[src/hdl/ufr_pkg.sv]
// shared types and constants for the uart frame receiver
package ufr_pkg;

   localparam int unsigned CSR_INDEX_WIDTH = 3;
   localparam int unsigned CSR_DATA_WIDTH  = 16;

   localparam logic [CSR_INDEX_WIDTH-1:0] CSR_BIT_PERIOD  = 3'd0;
   localparam logic [CSR_INDEX_WIDTH-1:0] CSR_DATA_BITS   = 3'd1;
   localparam logic [CSR_INDEX_WIDTH-1:0] CSR_PARITY_MODE = 3'd2;
   localparam logic [CSR_INDEX_WIDTH-1:0] CSR_STOP_BITS   = 3'd3;

   localparam logic [15:0] BIT_PERIOD_RESET  = 16'd2604;
   localparam logic [3:0]  DATA_BITS_RESET   = 4'd8;
   localparam logic [1:0]  PARITY_MODE_RESET = 2'd0;
   localparam logic [1:0]  STOP_BITS_RESET   = 2'd1;

   localparam logic [3:0] DATA_BITS_MIN = 4'd5;
   localparam logic [3:0] DATA_BITS_MAX = 4'd8;

   localparam logic [1:0] PARITY_NONE = 2'd0;
   localparam logic [1:0] PARITY_ODD  = 2'd1;
   localparam logic [1:0] PARITY_EVEN = 2'd2;

   localparam logic [1:0] STATUS_OK        = 2'd0;
   localparam logic [1:0] STATUS_PARITY    = 2'd1;
   localparam logic [1:0] STATUS_FRAMING   = 2'd2;

   typedef struct packed {
      logic [15:0] bit_period;
      logic [3:0]  data_bits;
      logic [1:0]  parity_mode;
      logic [1:0]  stop_bits;
   } cfg_type;

   typedef struct packed {
      logic [7:0] data_byte;
      logic [1:0] frame_status;
   } result_type;

endpackage

[src/hdl/ufr_csr.sv]
// configuration registers of the uart frame receiver
module ufr_csr
   import ufr_pkg::*;
(
   input  logic                       clock,
   input  logic                       reset,
   input  logic                       csr_valid,
   input  logic [CSR_INDEX_WIDTH-1:0] csr_index,
   input  logic [CSR_DATA_WIDTH-1:0]  csr_data,
   output cfg_type                    cfg
);

   cfg_type cfg_ff;
   cfg_type cfg_in;

   always_comb begin
      cfg_in = cfg_ff;
      if (csr_valid) begin
         unique case (csr_index)
            CSR_BIT_PERIOD:  cfg_in.bit_period  = csr_data;
            CSR_DATA_BITS:   cfg_in.data_bits   = csr_data[3:0];
            CSR_PARITY_MODE: cfg_in.parity_mode = csr_data[1:0];
            CSR_STOP_BITS:   cfg_in.stop_bits   = csr_data[1:0];
            default:         cfg_in = cfg_ff;
         endcase
      end
   end

   always_ff @(posedge clock) begin
      if (reset) begin
         cfg_ff.bit_period  <= BIT_PERIOD_RESET;
         cfg_ff.data_bits   <= DATA_BITS_RESET;
         cfg_ff.parity_mode <= PARITY_MODE_RESET;
         cfg_ff.stop_bits   <= STOP_BITS_RESET;
      end else begin
         cfg_ff <= cfg_in;
      end
   end

   assign cfg = cfg_ff;

endmodule

[src/hdl/ufr_frame.sv]
// frame state machine: bit timing, data shift, parity and stop checks
module ufr_frame
   import ufr_pkg::*;
(
   input  logic       clock,
   input  logic       reset,
   input  cfg_type    cfg,
   input  logic       sample_valid,
   input  logic       line_level,
   output logic       result_valid,
   output result_type result
);

   localparam logic [2:0] PH_IDLE   = 3'd0;
   localparam logic [2:0] PH_START  = 3'd1;
   localparam logic [2:0] PH_DATA   = 3'd2;
   localparam logic [2:0] PH_PARITY = 3'd3;
   localparam logic [2:0] PH_STOP1  = 3'd4;
   localparam logic [2:0] PH_STOP2  = 3'd5;

   logic [2:0]  phase_ff, phase_in;
   logic [15:0] tick_ff, tick_in;
   logic [3:0]  bit_index_ff, bit_index_in;
   logic [7:0]  shift_ff, shift_in;
   logic        ones_ff, ones_in;
   logic        parity_bad_ff, parity_bad_in;
   logic        stop_bad_ff, stop_bad_in;

   logic [15:0] tick_next;
   logic [15:0] target;
   logic [3:0]  eff_bits;
   logic [3:0]  bit_index_next;
   logic        total;
   logic        parity_on;

   always_comb begin
      priority if (cfg.data_bits < DATA_BITS_MIN) eff_bits = DATA_BITS_MIN;
      else if (cfg.data_bits > DATA_BITS_MAX)     eff_bits = DATA_BITS_MAX;
      else                                        eff_bits = cfg.data_bits;
   end

   assign parity_on      = (cfg.parity_mode == PARITY_ODD) || (cfg.parity_mode == PARITY_EVEN);
   assign tick_next      = tick_ff + 16'd1;
   // start bit is rechecked at half a bit period
   assign target         = (phase_ff == PH_START) ? {1'b0, cfg.bit_period[15:1]}
                                                  : cfg.bit_period;
   assign bit_index_next = bit_index_ff + 4'd1;
   assign total          = ones_ff ^ line_level;

   always_comb begin
      phase_in      = phase_ff;
      tick_in       = tick_ff;
      bit_index_in  = bit_index_ff;
      shift_in      = shift_ff;
      ones_in       = ones_ff;
      parity_bad_in = parity_bad_ff;
      stop_bad_in   = stop_bad_ff;
      result_valid  = 1'b0;
      result.data_byte    = shift_ff;
      result.frame_status = STATUS_OK;

      if (sample_valid) begin
         if (phase_ff == PH_IDLE || phase_ff > PH_STOP2) begin
            phase_in = PH_IDLE;
            if (!line_level) begin
               phase_in      = PH_START;
               tick_in       = '0;
               bit_index_in  = '0;
               shift_in      = '0;
               ones_in       = 1'b0;
               parity_bad_in = 1'b0;
               stop_bad_in   = 1'b0;
            end
         end else if (tick_next < target) begin
            tick_in = tick_next;
         end else begin
            tick_in = '0;
            unique case (phase_ff)
               PH_START: begin
                  phase_in = line_level ? PH_IDLE : PH_DATA;
               end
               PH_DATA: begin
                  shift_in     = shift_ff | (8'(line_level) << bit_index_ff[2:0]);
                  ones_in      = total;
                  bit_index_in = bit_index_next;
                  if (bit_index_next >= eff_bits)
                     phase_in = parity_on ? PH_PARITY : PH_STOP1;
               end
               PH_PARITY: begin
                  unique case (cfg.parity_mode)
                     PARITY_ODD:  parity_bad_in = !total;
                     PARITY_EVEN: parity_bad_in = total;
                     default:     parity_bad_in = 1'b0;
                  endcase
                  phase_in = PH_STOP1;
               end
               default: begin
                  // both stop slots: a low stop sample is a framing error
                  stop_bad_in = stop_bad_ff | !line_level;
                  if (phase_ff == PH_STOP1 && cfg.stop_bits >= 2'd2) begin
                     phase_in = PH_STOP2;
                  end else begin
                     phase_in     = PH_IDLE;
                     result_valid = 1'b1;
                     priority if (stop_bad_in) result.frame_status = STATUS_FRAMING;
                     else if (parity_bad_ff)   result.frame_status = STATUS_PARITY;
                     else                      result.frame_status = STATUS_OK;
                  end
               end
            endcase
         end
      end
   end

   always_ff @(posedge clock) begin
      if (reset) begin
         phase_ff      <= PH_IDLE;
         tick_ff       <= '0;
         bit_index_ff  <= '0;
         shift_ff      <= '0;
         ones_ff       <= 1'b0;
         parity_bad_ff <= 1'b0;
         stop_bad_ff   <= 1'b0;
      end else begin
         phase_ff      <= phase_in;
         tick_ff       <= tick_in;
         bit_index_ff  <= bit_index_in;
         shift_ff      <= shift_in;
         ones_ff       <= ones_in;
         parity_bad_ff <= parity_bad_in;
         stop_bad_ff   <= stop_bad_in;
      end
   end

endmodule

[src/hdl/ufr_out_queue.sv]
// result register with one skid entry behind it
module ufr_out_queue
   import ufr_pkg::*;
(
   input  logic       clock,
   input  logic       reset,
   input  logic       push,
   input  result_type push_data,
   output logic       full,
   output logic       rsp_valid,
   input  logic       rsp_stall,
   output result_type rsp_data
);

   logic       out_valid_ff, out_valid_in;
   logic       skid_valid_ff, skid_valid_in;
   result_type out_ff, out_in;
   result_type skid_ff, skid_in;
   logic       pop;

   assign pop = out_valid_ff && !rsp_stall;

   always_comb begin
      out_valid_in  = out_valid_ff;
      skid_valid_in = skid_valid_ff;
      out_in        = out_ff;
      skid_in       = skid_ff;
      if (pop) begin
         if (skid_valid_ff) begin
            out_in        = skid_ff;
            skid_valid_in = 1'b0;
         end else if (push) begin
            out_in = push_data;
         end else begin
            out_valid_in = 1'b0;
         end
      end else if (push) begin
         if (!out_valid_ff) begin
            out_in       = push_data;
            out_valid_in = 1'b1;
         end else begin
            skid_in       = push_data;
            skid_valid_in = 1'b1;
         end
      end
   end

   always_ff @(posedge clock) begin
      if (reset) begin
         out_valid_ff  <= 1'b0;
         skid_valid_ff <= 1'b0;
      end else begin
         out_valid_ff  <= out_valid_in;
         skid_valid_ff <= skid_valid_in;
      end
      out_ff  <= out_in;
      skid_ff <= skid_in;
   end

   assign full      = skid_valid_ff;
   assign rsp_valid = out_valid_ff;
   assign rsp_data  = out_ff;

`ifndef SYNTH
   // skid entry is only used behind a waiting result
   assert property (@(posedge clock) disable iff (reset) skid_valid_ff |-> out_valid_ff)
      else $error("skid entry holds a beat while the output register is empty");

   assert property (@(posedge clock) disable iff (reset) !(push && skid_valid_ff))
      else $error("result pushed while both entries are full");

   assert property (@(posedge clock) disable iff (reset)
      (out_valid_ff && rsp_stall) |=> (out_valid_ff && out_ff == $past(out_ff)))
      else $error("stalled result beat lost or changed");
`endif

endmodule

[src/hdl/uart_frame_receiver.sv]
// top level of the uart frame receiver
// Asynchronous serial receiver taking one receive line sample per beat on the
// req_ channel, one beat per clock while req_stall is low. Each sample updates
// the frame state machine in the cycle it is accepted; a completed frame is
// shown on the rsp_ channel with the data bits and a status (ok, parity
// error, framing error). Results go through an output register backed by one
// skid entry, so sampling continues while a result waits; req_stall rises only
// when both entries hold a result that has not been taken. Configuration is
// written through the csr_ port, which is always ready.
module uart_frame_receiver
   import ufr_pkg::*;
(
   input  logic                       clock,
   input  logic                       reset,
   input  logic                       req_valid,
   output logic                       req_stall,
   input  logic                       req_line_level,
   output logic                       rsp_valid,
   input  logic                       rsp_stall,
   output logic [7:0]                 rsp_data_byte,
   output logic [1:0]                 rsp_frame_status,
   input  logic                       csr_valid,
   output logic                       csr_ready,
   input  logic [CSR_INDEX_WIDTH-1:0] csr_index,
   input  logic [CSR_DATA_WIDTH-1:0]  csr_data
);

   cfg_type    cfg;
   logic       sample_valid;
   logic       result_valid;
   result_type result;
   result_type rsp_data;
   logic       queue_full;

   assign csr_ready    = 1'b1;
   assign req_stall    = queue_full;
   assign sample_valid = req_valid && !queue_full;

   ufr_csr u_csr (
      .clock     (clock),
      .reset     (reset),
      .csr_valid (csr_valid),
      .csr_index (csr_index),
      .csr_data  (csr_data),
      .cfg       (cfg)
   );

   ufr_frame u_frame (
      .clock        (clock),
      .reset        (reset),
      .cfg          (cfg),
      .sample_valid (sample_valid),
      .line_level   (req_line_level),
      .result_valid (result_valid),
      .result       (result)
   );

   ufr_out_queue u_out_queue (
      .clock     (clock),
      .reset     (reset),
      .push      (result_valid),
      .push_data (result),
      .full      (queue_full),
      .rsp_valid (rsp_valid),
      .rsp_stall (rsp_stall),
      .rsp_data  (rsp_data)
   );

   assign rsp_data_byte    = rsp_data.data_byte;
   assign rsp_frame_status = rsp_data.frame_status;

endmodule
[config.mk]
export PLATFORM = sky130hd
export DESIGN_NAME = uart_frame_receiver
export DESIGN_NICKNAME = d
export VERILOG_FILES = /design/src/hdl/ufr_pkg.sv /design/src/hdl/ufr_csr.sv /design/src/hdl/ufr_frame.sv /design/src/hdl/ufr_out_queue.sv /design/src/hdl/uart_frame_receiver.sv
export SDC_FILE = /design/constraint.sdc
export NUM_CORES = 1
export LEC_CHECK = 0
export BUFFER_PORTS_ARGS = -buffer_cell sky130_fd_sc_hd__buf_2
export CORE_UTILIZATION = 56
export DETAILED_ROUTE_END_ITERATION = 8
export GPL_ROUTABILITY_DRIVEN = 0
export PLACE_DENSITY = 0.74
export SETUP_SLACK_MARGIN = 0.4
export SLEW_MARGIN = 30
export SYNTH_ARGS = -nofsm -noshare
export SYNTH_HDL_FRONTEND = slang
export SYNTH_SLANG_ARGS = --single-unit
[constraint.sdc]
create_clock -name clock -period 4.9 [get_ports clock]
set_clock_uncertainty 0.2 [all_clocks]
set_input_delay 1.47 -clock clock [delete_from_list [all_inputs] [get_ports clock]]
set_output_delay 1.47 -clock clock [all_outputs]
set_load 0.03 [all_outputs]
==> results of run 1 <==
## layout make-up
class,instances,area share (%)
Multi-Input combinational cell,337,49.2
Sequential cell,79,37.9
Timing Repair Buffer,42,4.79
Clock buffer,9,2.63
Tap cell,99,2.63
Clock inverter,7,1.81
Inverter,13,1.04
## layout by cell type (no fill, tap or decap), types with 3 or more instances in the layout
cell type,count
buf_4,6
nor2_1,37
dfxtp_1,59
edfxtp_1,20
a32oi_1,3
nand2_1,62
o21ai_0,8
and3_1,3
a21oi_1,24
nand4_1,6
xnor2_1,13
nor2b_1,4
nor3_1,6
nand2b_1,10
and4_1,3
mux2i_1,24
buf_2,36
nand3_1,18
o31ai_1,3
a31oi_1,4
mux2_2,10
nand3b_1,6
ha_1,23
a32o_1,4
a21o_1,3
a22o_1,10
clkbuf_8,9
xor2_1,5
inv_1,13
## report_power, final
group          total, mW  internal [mW]  switching [mW]
Clock              0.517          0.246           0.271
Combinational      0.125         0.0509          0.0740
Sequential         0.684          0.673          0.0103
Total               1.33          0.970           0.355
## layer usage
layer / routed length, microns / track usage [%] / up-vias
li1: - / - / 1695
met1: 4250 / 32.3 / 1543
met2: 3690 / 35.2 / 83
met3: 355 / 3.69 / 9
met4: 109 / 9.67 / 0
met5: 0 / 0 / -
## Yosys cell counts (5+ instances only)
cell	count	share of area, %
nand2_1	62	5.5
dfxtp_1	59	28
nor2_1	39	3.5
a21oi_1	24	2.8
mux2i_1	24	5.7
ha_1	23	6.8
edfxtp_1	20	14
clkbuf_1	18	1.6
nand3_1	18	2.1
inv_1	13	1.2
xnor2_1	13	2.7
a22o_1	10	2.1
mux2_2	10	2.7
nand2b_1	10	1.5
o21ai_0	8	0.95
nand3b_1	6	1.1
nand4_1	6	0.89
nor3_1	6	0.71
xor2_1	5	1.0
## flip-flops by register name, summed over array words and instances, names as in the netlist
register               cells
u_csr.cfg                 23
u_frame.tick_ff           16
u_out_queue.rsp_data      10
u_out_queue.skid_ff       10
u_frame.shift_ff           8
u_frame.bit_index_ff       4
u_frame.phase_ff           3
u_frame.ones_ff            1
u_frame.parity_bad_ff      1
u_frame.stop_bad_ff        1
u_out_queue.full           1
u_out_queue.rsp_valid      1
## logic make-up (layout without fill, tap and decap cells)
kind of cell	after synthesis	in the layout	share of synthesized area (%)
DFF	79	79	42.1
other	1	1	0.0886
AOI/OAI and AO/OA	87	87	15.2
buffers and inverters	38	71	3.72
and+or+nand+nor	173	173	19.8
muxes	35	35	8.60
xor gates and xnor gates	18	18	3.72
adders and majority gates	23	23	6.80
## worst register-to-register path, stage by stage (launching register included)
cell	delay, ns
dfxtp_1	0.46
ha_1	0.26
nand3_1	0.15
nor3b_1	0.43
nand4_1	0.23
xnor2_1	0.18
ha_1	0.28
and4_1	0.19
nand3_1	0.08
a21oi_1	0.27
a2111o_1	0.30
nand2_1	0.21
nor2_2	0.43
## worst max-delay path by stage
stage                                         end  slack, ns  depth (start not counted)
after CTS                  u_out_queue.skid_ff[2]       0.69                         12
after global routing       u_out_queue.skid_ff[8]       0.48                         12
after floorplan           u_out_queue.rsp_data[0]       0.84                         12
after global placement     u_out_queue.skid_ff[6]       0.95                         12
final                      u_out_queue.skid_ff[0]       0.88                         12
after detailed placement   u_out_queue.skid_ff[6]       0.75                         12
## through the flow
stage	setup slack [ns]	utilization, %	hold WS (ns)	cell area (sq um)
after floorplan	0.837	-	0.224	4230
after global placement	0.947	61.5	0.252	4490
after detailed placement	0.754	61.5	0.254	4490
after CTS	0.686	64.4	0.267	4690
after global routing	0.484	64.5	0.275	4710
final	0.883	64.5	0.269	4710
==> impl_results.md, run 1 <==
* Final Hold Vio Count at 0
* Total Wirelength at 8410 microns
* Cts bufs inserted at 9
* Area of the multi-input gates at 2320 sq um
* Setup Buffers After CTS at 0
* Via count at 3330
* R2R cell count at 12
* DRT Pass-1 Iters at 4
* Total track usage at 23.0%
* Slew Viols, Final at 0
* Total die area at 7910 sq um
* Distinct cell type count after synthesis at 62
* Data required time at the worst endpoint at 4.71 ns
* Hold WC Path Type: register to register
* Ys flop type: dfxtp_1
* Largest net degree at the start of global routing at 49
* Post-cts gate resize count at 0
* FILL cells at 639
* EDFF count, synth at 20
* Ant diodes at 0
* Final period util at 82.0%
* H-Tree Level Count at 3
* First-pass GRT wire length at 13900 microns
* Sequential Area at 1780 sq um
* # clock sinks at 79
* R2R Path Start: u_frame.tick_ff[0]
* Max-cap violation count at 0
* NumNets Final at 530
* Crit Path Max Fanout at 10
* Worst VDD drop at 0.129 mV
* Port Buf Inserts at 36
* Post-Syn Instances at 454
* WS Path Type: register to register
* Clock Latency Late Sink at 0.35 ns
* CTS tree: yes
* Slowest Stage Delay on Critical Path at 0.46 ns
* Hold Crit Depth at 2
* Drc violations at 0
* Max-slew headroom at 48.5%
* Initial antenna violation count at 0
* Outcome: finished clean
* Antenna-violating nets left at 0
* Hold path start: u_csr.cfg[8]
* Worst Setup Start Kind: register
* Worst path cell trace: ha_1 -> nand3_1 -> nor3b_1 -> nand4_1 -> xnor2_1 -> ha_1 -> and4_1 -> nand3_1 -> a21oi_1 -> a2111o_1 -> nand2_1 -> nor2_2
* Total gr overflow at 0
* CTS Buffer Depth at 2
* Core area at 7290 sq um
* I/O pins at 38
* Worst path slowest cell: dfxtp_1
* First-iteration detailed-routing DRC count at 190
* Root Driver: clkbuf_8
* Layout area overhead at 11.1%
* Drt via density at 5.68
* Vias in the first global route at 3072
* Reg2reg setup slack at 0.88 ns
* PnR Total Power at 1.33 mW
* Critical R2R Capture: u_out_queue.skid_ff[0]
* #FFs+latches synth at 79
* Mapped Nets at 502
* Layout Cells excl Fill at 586
* Setup TNS at 0 ns
* Cell family with most CP delay: simple AND/OR/NAND/NOR gates
* Initial cell density of the core at 58.1%
* Worst endpoint data arrival time at 3.83 ns
* Leakage power at 1.79 nW
* Chip Width at 89.0 microns
* WP buf/inv at 0
* Wire length per cell at 14.4 microns
* Worst setup EP type: register
* Num rows at 31
* CTS Hold Buffers Added at 0
* Mean Syn Cell Area at 9.33 sq um
* Final setup viols at 0
* Share of the yosys chip area belonging to registers at 42.1%
* Post-Syn Area at 4230 sq um
* Share of post-route cells with drive strength above 1 at 17.2%
* Dpl cells at 570
* Pwr/cell area at 282 nW/um^2
* Worst-Margin Slew at 0.773 ns
* Final min period at 4.02 ns
* Clock Pin Slew Worst Setup and Hold Paths at 0.09 ns
* Post-DP HPWL at 6060 microns
* Origin of the worst setup path: u_frame.tick_ff[0]
* Post-synth ARST share at 0%
* Yosys warns at 0
* Peak Freq at 249 MHz
* Chip height at 89.0 microns
* End of the worst hold path: u_csr.cfg[8]
* RSZ-0062 raised after global routing: no
Power figures use the tool's default switching activity.
==> run 2, diff against run 1 <==
--- a/config.mk
+++ b/config.mk
@@ -5,8 +5,9 @@
 export SDC_FILE = /design/constraint.sdc
 export NUM_CORES = 1
 export LEC_CHECK = 0
+export ABC_AREA = 1
 export BUFFER_PORTS_ARGS = -buffer_cell sky130_fd_sc_hd__buf_2
-export CORE_UTILIZATION = 56
+export CORE_UTILIZATION = 54
 export DETAILED_ROUTE_END_ITERATION = 8
 export GPL_ROUTABILITY_DRIVEN = 0
 export PLACE_DENSITY = 0.74
==> constraint.sdc (replaced) <==
create_clock -name clock -period 3.45 [get_ports clock]
set_clock_uncertainty 0.2 [all_clocks]
set_input_delay 1.035 -clock clock [delete_from_list [all_inputs] [get_ports clock]]
set_output_delay 1.035 -clock clock [all_outputs]
set_load 0.03 [all_outputs]
==> impl_results.md, run 2 <==
* Final min period at 3.22 ns (-0.802 ns)
* Worst setup EP type: register
* Worst endpoint data arrival time at 3.09 ns (-0.74 ns)
* Post-DP HPWL at 5920 microns (-2.2%)
* Worst Setup Start Kind: register
* Top cells by count, synth: 110 x nand2_1, 80 x inv_1, 62 x nor2_1
* Total track usage at 22.3% (-0.62 points)
* EDFF count, synth at 20 (unchanged)
* Most frequent cells in the layout: 101 x nand2_1, 75 x inv_1, 56 x nor2_1
* Final Hold Vio Count at 0 (unchanged)
* Outcome: finished clean
* Ant diodes at 0 (unchanged)
* Setup TNS at 0 ns (unchanged)
* Crit Path Max Fanout at 5 (-5)
* Share of the synthesized area in the top cell type at 28.2% (+0.33 points)
* WS Path Type: register to register
* CTS Buffer Depth at 2 (unchanged)
* Data required time at the worst endpoint at 3.33 ns (-1.38 ns)
* Hold path start: u_frame.shift_ff[4]
* Placed inst area at 4500 sq um (+0.31%)
* Origin of the worst setup path: u_frame.tick_ff[1]
* Yosys top cell by area: dfxtp_1
* H-Tree Level Count at 3 (unchanged)
* CTS tree: yes
* Power share of the sequential group at 37.1% (-15 points)
* Worst VDD drop at 0.343 mV (+170%)
* Logic pwr share at 39.6% (+30 points)
* Port Buf Inserts at 36 (unchanged)
* Initial antenna violation count at 0 (unchanged)
* Chip Width at 90.0 microns (+1.2%)
* Final setup viols at 0 (unchanged)
* Max-cap violation count at 0 (unchanged)
* # clock sinks at 79 (unchanged)
* P_sw at 1.22 mW (+240%)
* First-pass GRT wire length at 14800 microns (+6.3%)
* Worst path cell trace: ha_4 -> nand2_4 -> nor3b_4 -> inv_2 -> nor2_4 -> buf_4 -> buf_4 -> buf_4 -> buf_4 -> buf_4 -> a21oi_1 -> ha_1 -> nand3_1 -> nor2_1 -> nand2_2 -> nand2_2 -> nand2_4 -> nor3_4 -> buf_6
* Worst path slowest cell: dfxtp_4
* Yosys warns at 0 (unchanged)
* Vias in the first global route at 3310 (+7.7%)
* Drc violations at 0 (unchanged)
* Clock Pin Slew Worst Setup and Hold Paths at 0.09 ns (about the same)
* Distinct cell type count after synthesis at 36 (-42%)
* DRT Pass-1 Iters at 5 (+1)
* Area of the multi-input gates at 2220 sq um (-4.0%)
* Sw Share at 42.2% (+15 points)
* Post-Syn Instances at 559 (+23%)
* First-iteration detailed-routing DRC count at 165 (-13%)
* Peak Freq at 311 MHz (+25%)
* Leakage power at 2.33 nW (+30%)
* Mean Syn Cell Area at 7.49 sq um (-20%)
* R2R Path Start: u_frame.tick_ff[1]
* Hold WC Path Type: register to register
* Post-synth ARST share at 0% (unchanged)
* Num rows at 31 (unchanged)
* Cell family with most CP delay: simple AND/OR/NAND/NOR gates
* Top cells by area, synth: dfxtp_1 28%, edfxtp_1 14%, nand2_1 9.9%
* Antenna-violating nets left at 0 (unchanged)
* Root Driver: clkbuf_8
* Largest net degree at the start of global routing at 31 (-37%)
* Drt via density at 5.15 (-9.4%)
* Layout area overhead at 21.5%
* Most common cell after layout, fill and taps aside: nand2_1
* Via count at 3718 (+12%)
* Total gr overflow at 0 (unchanged)
* WP buf/inv at 7 (+7)
* Share of post-route cells with drive strength above 1 at 22.3% (+5.1 points)
* Post-Syn Area at 4190 sq um (-1.2%)
* Sequential Area at 1800 sq um (+0.77%)
* Initial cell density of the core at 56.8% (-1.3 points)
* Chip height at 90.0 microns (+1.2%)
* Slowest Stage Delay on Critical Path at 0.39 ns (-0.07 ns)
* Total die area at 8110 sq um (+2.5%)
* Share of the yosys chip area belonging to registers at 42.6% (+0.49 points)
* Total Wirelength at 9170 microns (+9.0%)
* FILL cells at 581 (-9.1%)
* Slew Viols, Final at 0 (unchanged)
* Cell with the most instances after synthesis: nand2_1
* Clock power share at 23.2% (-16 points)
* Max-slew headroom at 58.7% (+10 points)
* NumNets Final at 666 (+26%)
* CP most frequent cell: buf_4
* I/O pins at 38 (unchanged)
* Internal power at 1.67 mW (+72%)
* #FFs+latches synth at 79 (unchanged)
* Core area at 7370 sq um (+1.1%)
* Mapped Nets at 607 (+21%)
* Wire length per cell at 12.7 microns (-12%)
* RSZ-0062 raised after global routing: yes
* Worst-Margin Slew at 0.619 ns (-0.154 ns)
* Pwr/cell area at 568 nW/um^2 (+100%)
* Clock Latency Late Sink at 0.36 ns (about the same)
* Reg2reg setup slack at 0.23 ns (-0.65 ns)
* Ys flop type: dfxtp_1
* PnR Total Power at 2.89 mW (+120%)
* Max reg flops at 23 (unchanged)
* Finished Cell Area at 5080 sq um (+8.0%)
* Cts bufs inserted at 9 (unchanged)
* Final period util at 93.2% (+11 points)
run 2: worst paths after layout:
| check | to | depth (start not counted) |
|---|---|---|
| worst max-delay path | u_out_queue.skid_ff[5] | 19 |
| worst max register to register | u_out_queue.skid_ff[5] | 19 |
| worst min-delay path | u_out_queue.skid_ff[6] | 0 |
| worst min register to register | u_out_queue.skid_ff[6] | 0 |
run 2: layer usage:
metal | wire (microns) | share of wire (%) | GRT usage (%)
met3 | 444 | 4.8 | 5.08
met2 | 4320 | 47 | 34.9
met1 | 4230 | 46 | 30.5
met5 | 0 | 0 | 0
met4 | 173 | 1.9 | 7.53
run 2: cell families after synthesis:
group,count (synthesis),synth area share [%]
flip-flops,79,42.6
XOR/XNOR,15,3.14
other,1,0.0896
AO/OA/AOI/OAI,103,13.1
AND/OR/NAND/NOR,230,24.0
multiplexers,1,0.239
adder cells (fa/ha/maj),23,6.88
buffers and inverters,107,10.0
run 2: metrics by stage:
| step | utilization (%) | setup WS (ns) | std cells | hold WS, ns |
|---|---|---|---|---|
| finish | 69.0 | 0.235 | 722 | 0.239 |
| floorplan | - | 0.269 | 559 | 0.208 |
| global route | 69.0 | 0.0832 | 722 | 0.245 |
| detailed placement | 61.1 | 0.128 | 681 | 0.216 |
| CTS | 66.7 | 0.400 | 714 | 0.239 |
| global placement | 61.1 | 0.197 | 681 | 0.211 |
run 2: area by class of cell:
| class | instances | area share [%] |
|---|---|---|
| Timing Repair Buffer | 65 | 8.29 |
| Sequential cell | 79 | 35.3 |
| Clock buffer | 9 | 2.44 |
| Tap cell | 99 | 2.44 |
| Inverter | 88 | 6.55 |
| Clock inverter | 7 | 1.21 |
| Multi-Input combinational cell | 375 | 43.8 |
run 2: timing repair:
item / 4_1_cts / 5_1_grt
hold buffers: 0 / 0
buffers inserted: 14 / 8
cloned: 3 / 0
resized for setup: 25 / 30
setup endpoints to repair: 59 / 60
pin swaps: 21 / 9
run 2: worst reg2reg max path, delay by kind of cell, from the launching register on:
kind / cells / cell delay, ns
buffers and inverters: 7 / 0.70
adder cells (fa/ha/maj): 2 / 0.46
AND/OR/NAND/NOR: 9 / 1.07
flip-flops: 1 / 0.39
AO/OA/AOI/OAI: 1 / 0.09
run 2: power by group through the flow:
stage / combinational, mW / clock, mW / sequential, mW
floorplan: 0.777 / 0 / 1.07
global placement: 0.924 / 0 / 1.08
detailed placement: 0.944 / 0 / 1.09
CTS: 1.01 / 0.676 / 1.07
global route: 1.29 / 0.716 / 1.08
finish: 1.15 / 0.671 / 1.07
==> run 3, diff against run 2 <==
==> constraint.sdc (replaced) <==
create_clock -name clock -period 3.45 [get_ports clock]
set_clock_uncertainty 0.2 [all_clocks]
set_input_delay 0.69 -clock clock [delete_from_list [all_inputs] [get_ports clock]]
set_output_delay 0.69 -clock clock [all_outputs]
set_load 0.03 [all_outputs]
==> impl_results.md, run 3 (synthesis gave the netlist of run 2 again) <==
* Total die area at 8110 sq um (unchanged)
* Final period util at 94.6% (+1.4 points)
* Root Driver: clkbuf_8
* RSZ-0062 raised after global routing: yes
* CTS Buffer Depth at 2 (unchanged)
* # clock sinks at 79 (unchanged)
* Placed inst area at 4490 sq um (-0.17%)
* Finished Cell Area at 5060 sq um (-0.42%)
* Total gr overflow at 0 (unchanged)
* Largest net degree at the start of global routing at 36 (+16%)
* Drt via density at 5.13 (-0.43%)
* CTS tree: yes
* CTS Hold Buffers Added at 0 (unchanged)
* Final Hold Vio Count at 0 (unchanged)
* WS Path Type: register to register
* P_sw at 1.19 mW (-2.5%)
* Total Wirelength at 8960 microns (-2.3%)
* Via count at 3697 (-0.56%)
* Max-slew headroom at 56.9% (-1.7 points)
* Chip height at 90.0 microns (unchanged)
* Cell family with most CP delay: simple AND/OR/NAND/NOR gates
* Crit Path Max Fanout at 8 (+3)
* Pwr/cell area at 563 nW/um^2 (-0.88%)
* Core area at 7370 sq um (unchanged)
* Vias in the first global route at 3279 (-0.94%)
* H-Tree Level Count at 3 (unchanged)
* Clock Latency Late Sink at 0.37 ns (about the same)
* First-iteration detailed-routing DRC count at 230 (+39%)
* Data required time at the worst endpoint at 3.56 ns (+0.23 ns)
* Worst endpoint data arrival time at 3.37 ns (+0.28 ns)
* Total track usage at 21.8% (-0.52 points)
* Slew Viols, Final at 0 (unchanged)
* Antenna-violating nets left at 0 (unchanged)
* Layout area overhead at 21.0%
* Leakage power at 2.32 nW (-0.42%)
* WP buf/inv at 4 (-3)
* Initial cell density of the core at 56.8% (unchanged)
* Clock power share at 23.3% (about the same)
* Cts bufs inserted at 9 (unchanged)
* Most frequent cells in the layout: 98 x nand2_1, 77 x inv_1, 56 x nor2_1
* DRT Pass-1 Iters at 4 (-1)
* Port Buf Inserts at 36 (unchanged)
* Wire length per cell at 12.4 microns (-2.2%)
* Post-DP HPWL at 5920 microns (about the same)
* Share of post-route cells with drive strength above 1 at 22.2% (-0.12 points)
* Final min period at 3.26 ns (+0.0478 ns)
* Worst setup EP type: register
* Chip Width at 90.0 microns (unchanged)
* Worst path slowest cell: dfxtp_4
* Final setup viols at 0 (unchanged)
* Worst Setup Start Kind: register
* Max-cap violation count at 0 (unchanged)
* Num rows at 31 (unchanged)
* Slowest Stage Delay on Critical Path at 0.38 ns (about the same)
* Most common cell after layout, fill and taps aside: nand2_1
* Sw Share at 41.6% (-0.53 points)
* Drc violations at 0 (unchanged)
* Worst path cell trace: ha_4 -> nand2_4 -> nor3b_2 -> inv_1 -> nor2_2 -> inv_2 -> nor2_4 -> xor2_1 -> inv_1 -> ha_1 -> nand2_1 -> inv_2 -> nand2_2 -> a31oi_1 -> nor2_2 -> nand3_4 -> nor2_4 -> nand2_1 -> a21oi_1
* Area of the multi-input gates at 2230 sq um (+0.28%)
* Max reg flops at 23 (unchanged)
* Power share of the sequential group at 37.5% (+0.4 points)
* Initial antenna violation count at 0 (unchanged)
* Peak Freq at 306 MHz (-1.5%)
* Sequential Area at 1790 sq um (about the same)
* First-pass GRT wire length at 14400 microns (-2.7%)
* Logic pwr share at 39.2% (-0.4 points)
* Internal power at 1.66 mW (-0.40%)
* Ant diodes at 0 (unchanged)
* Setup TNS at 0 ns (unchanged)
* Hold WC Path Type: register to register
* I/O pins at 38 (unchanged)
* FILL cells at 603 (+3.8%)
* Worst-Margin Slew at 0.645 ns (+0.0259 ns)
* NumNets Final at 665 (-0.15%)
* Outcome: finished clean
* Worst VDD drop at 0.329 mV (-4.0%)
* Clock Pin Slew Worst Setup and Hold Paths at 0.10 ns (about the same)
-- run 3: repair_timing --
action | 4_1_cts | 5_1_grt
pin swaps | 18 | 15
cloned | 2 | 3
setup endpoints to repair | 59 | 60
gates resized for setup | 21 | 31
buffers inserted | 13 | 7
-- run 3: stage by stage --
step / power, mW / cells / setup slack [ns] / utilization, % / hold WS, ns
4_1_cts: 2.70 / 711 / 0.401 / 66.1 / 0.237
3_5_place_dp: 2.03 / 680 / 0.137 / 61.0 / 0.216
6_report: 2.85 / 721 / 0.187 / 68.7 / 0.236
2_1_floorplan: 1.85 / 559 / 0.269 / - / 0.208
3_3_place_gp: 2.00 / 680 / 0.203 / 61.0 / 0.211
5_1_grt: 3.05 / 721 / -0.0266 / 68.7 / 0.242
-- run 3: worst paths after layout --
path	from	endpoint	slack, ns	depth (start not counted)
setup / recovery	u_frame.tick_ff[0]	u_frame.tick_ff[10]	0.19	19
setup reg to reg	u_frame.tick_ff[0]	u_frame.tick_ff[10]	0.19	19
hold / removal	u_frame.shift_ff[0]	u_out_queue.skid_ff[2]	0.24	0
hold reg to reg	u_frame.shift_ff[0]	u_out_queue.skid_ff[2]	0.24	0
-- run 3: final cells by class --
class                   count  area share [%]
multi-input cells         376            44.1
flip-flops and latches     79            35.4
repair buffers             63            7.86
inverters                  88            6.52
clock buffers               9            2.45
well taps                  99            2.45
clock inverters             7            1.21
-- run 3: metal layers --
metal / global-route usage (%) / wire length, microns / vias to the layer above
li1: - / - / 1931
met1: 28.9 / 4250 / 1648
met2: 34.9 / 4080 / 99
met3: 4.65 / 439 / 19
met4: 8.20 / 191 / 0
met5: 0 / 0 / -
-- run 3: power groups by stage --
| stage | Combinational, mW | Clock [mW] | Sequential [mW] |
|---|---|---|---|
| global placement | 0.923 | 0 | 1.08 |
| finish | 1.12 | 0.666 | 1.07 |
| global route | 1.25 | 0.715 | 1.08 |
| detailed placement | 0.949 | 0 | 1.08 |
| floorplan | 0.777 | 0 | 1.07 |
| CTS | 0.966 | 0.673 | 1.07 |
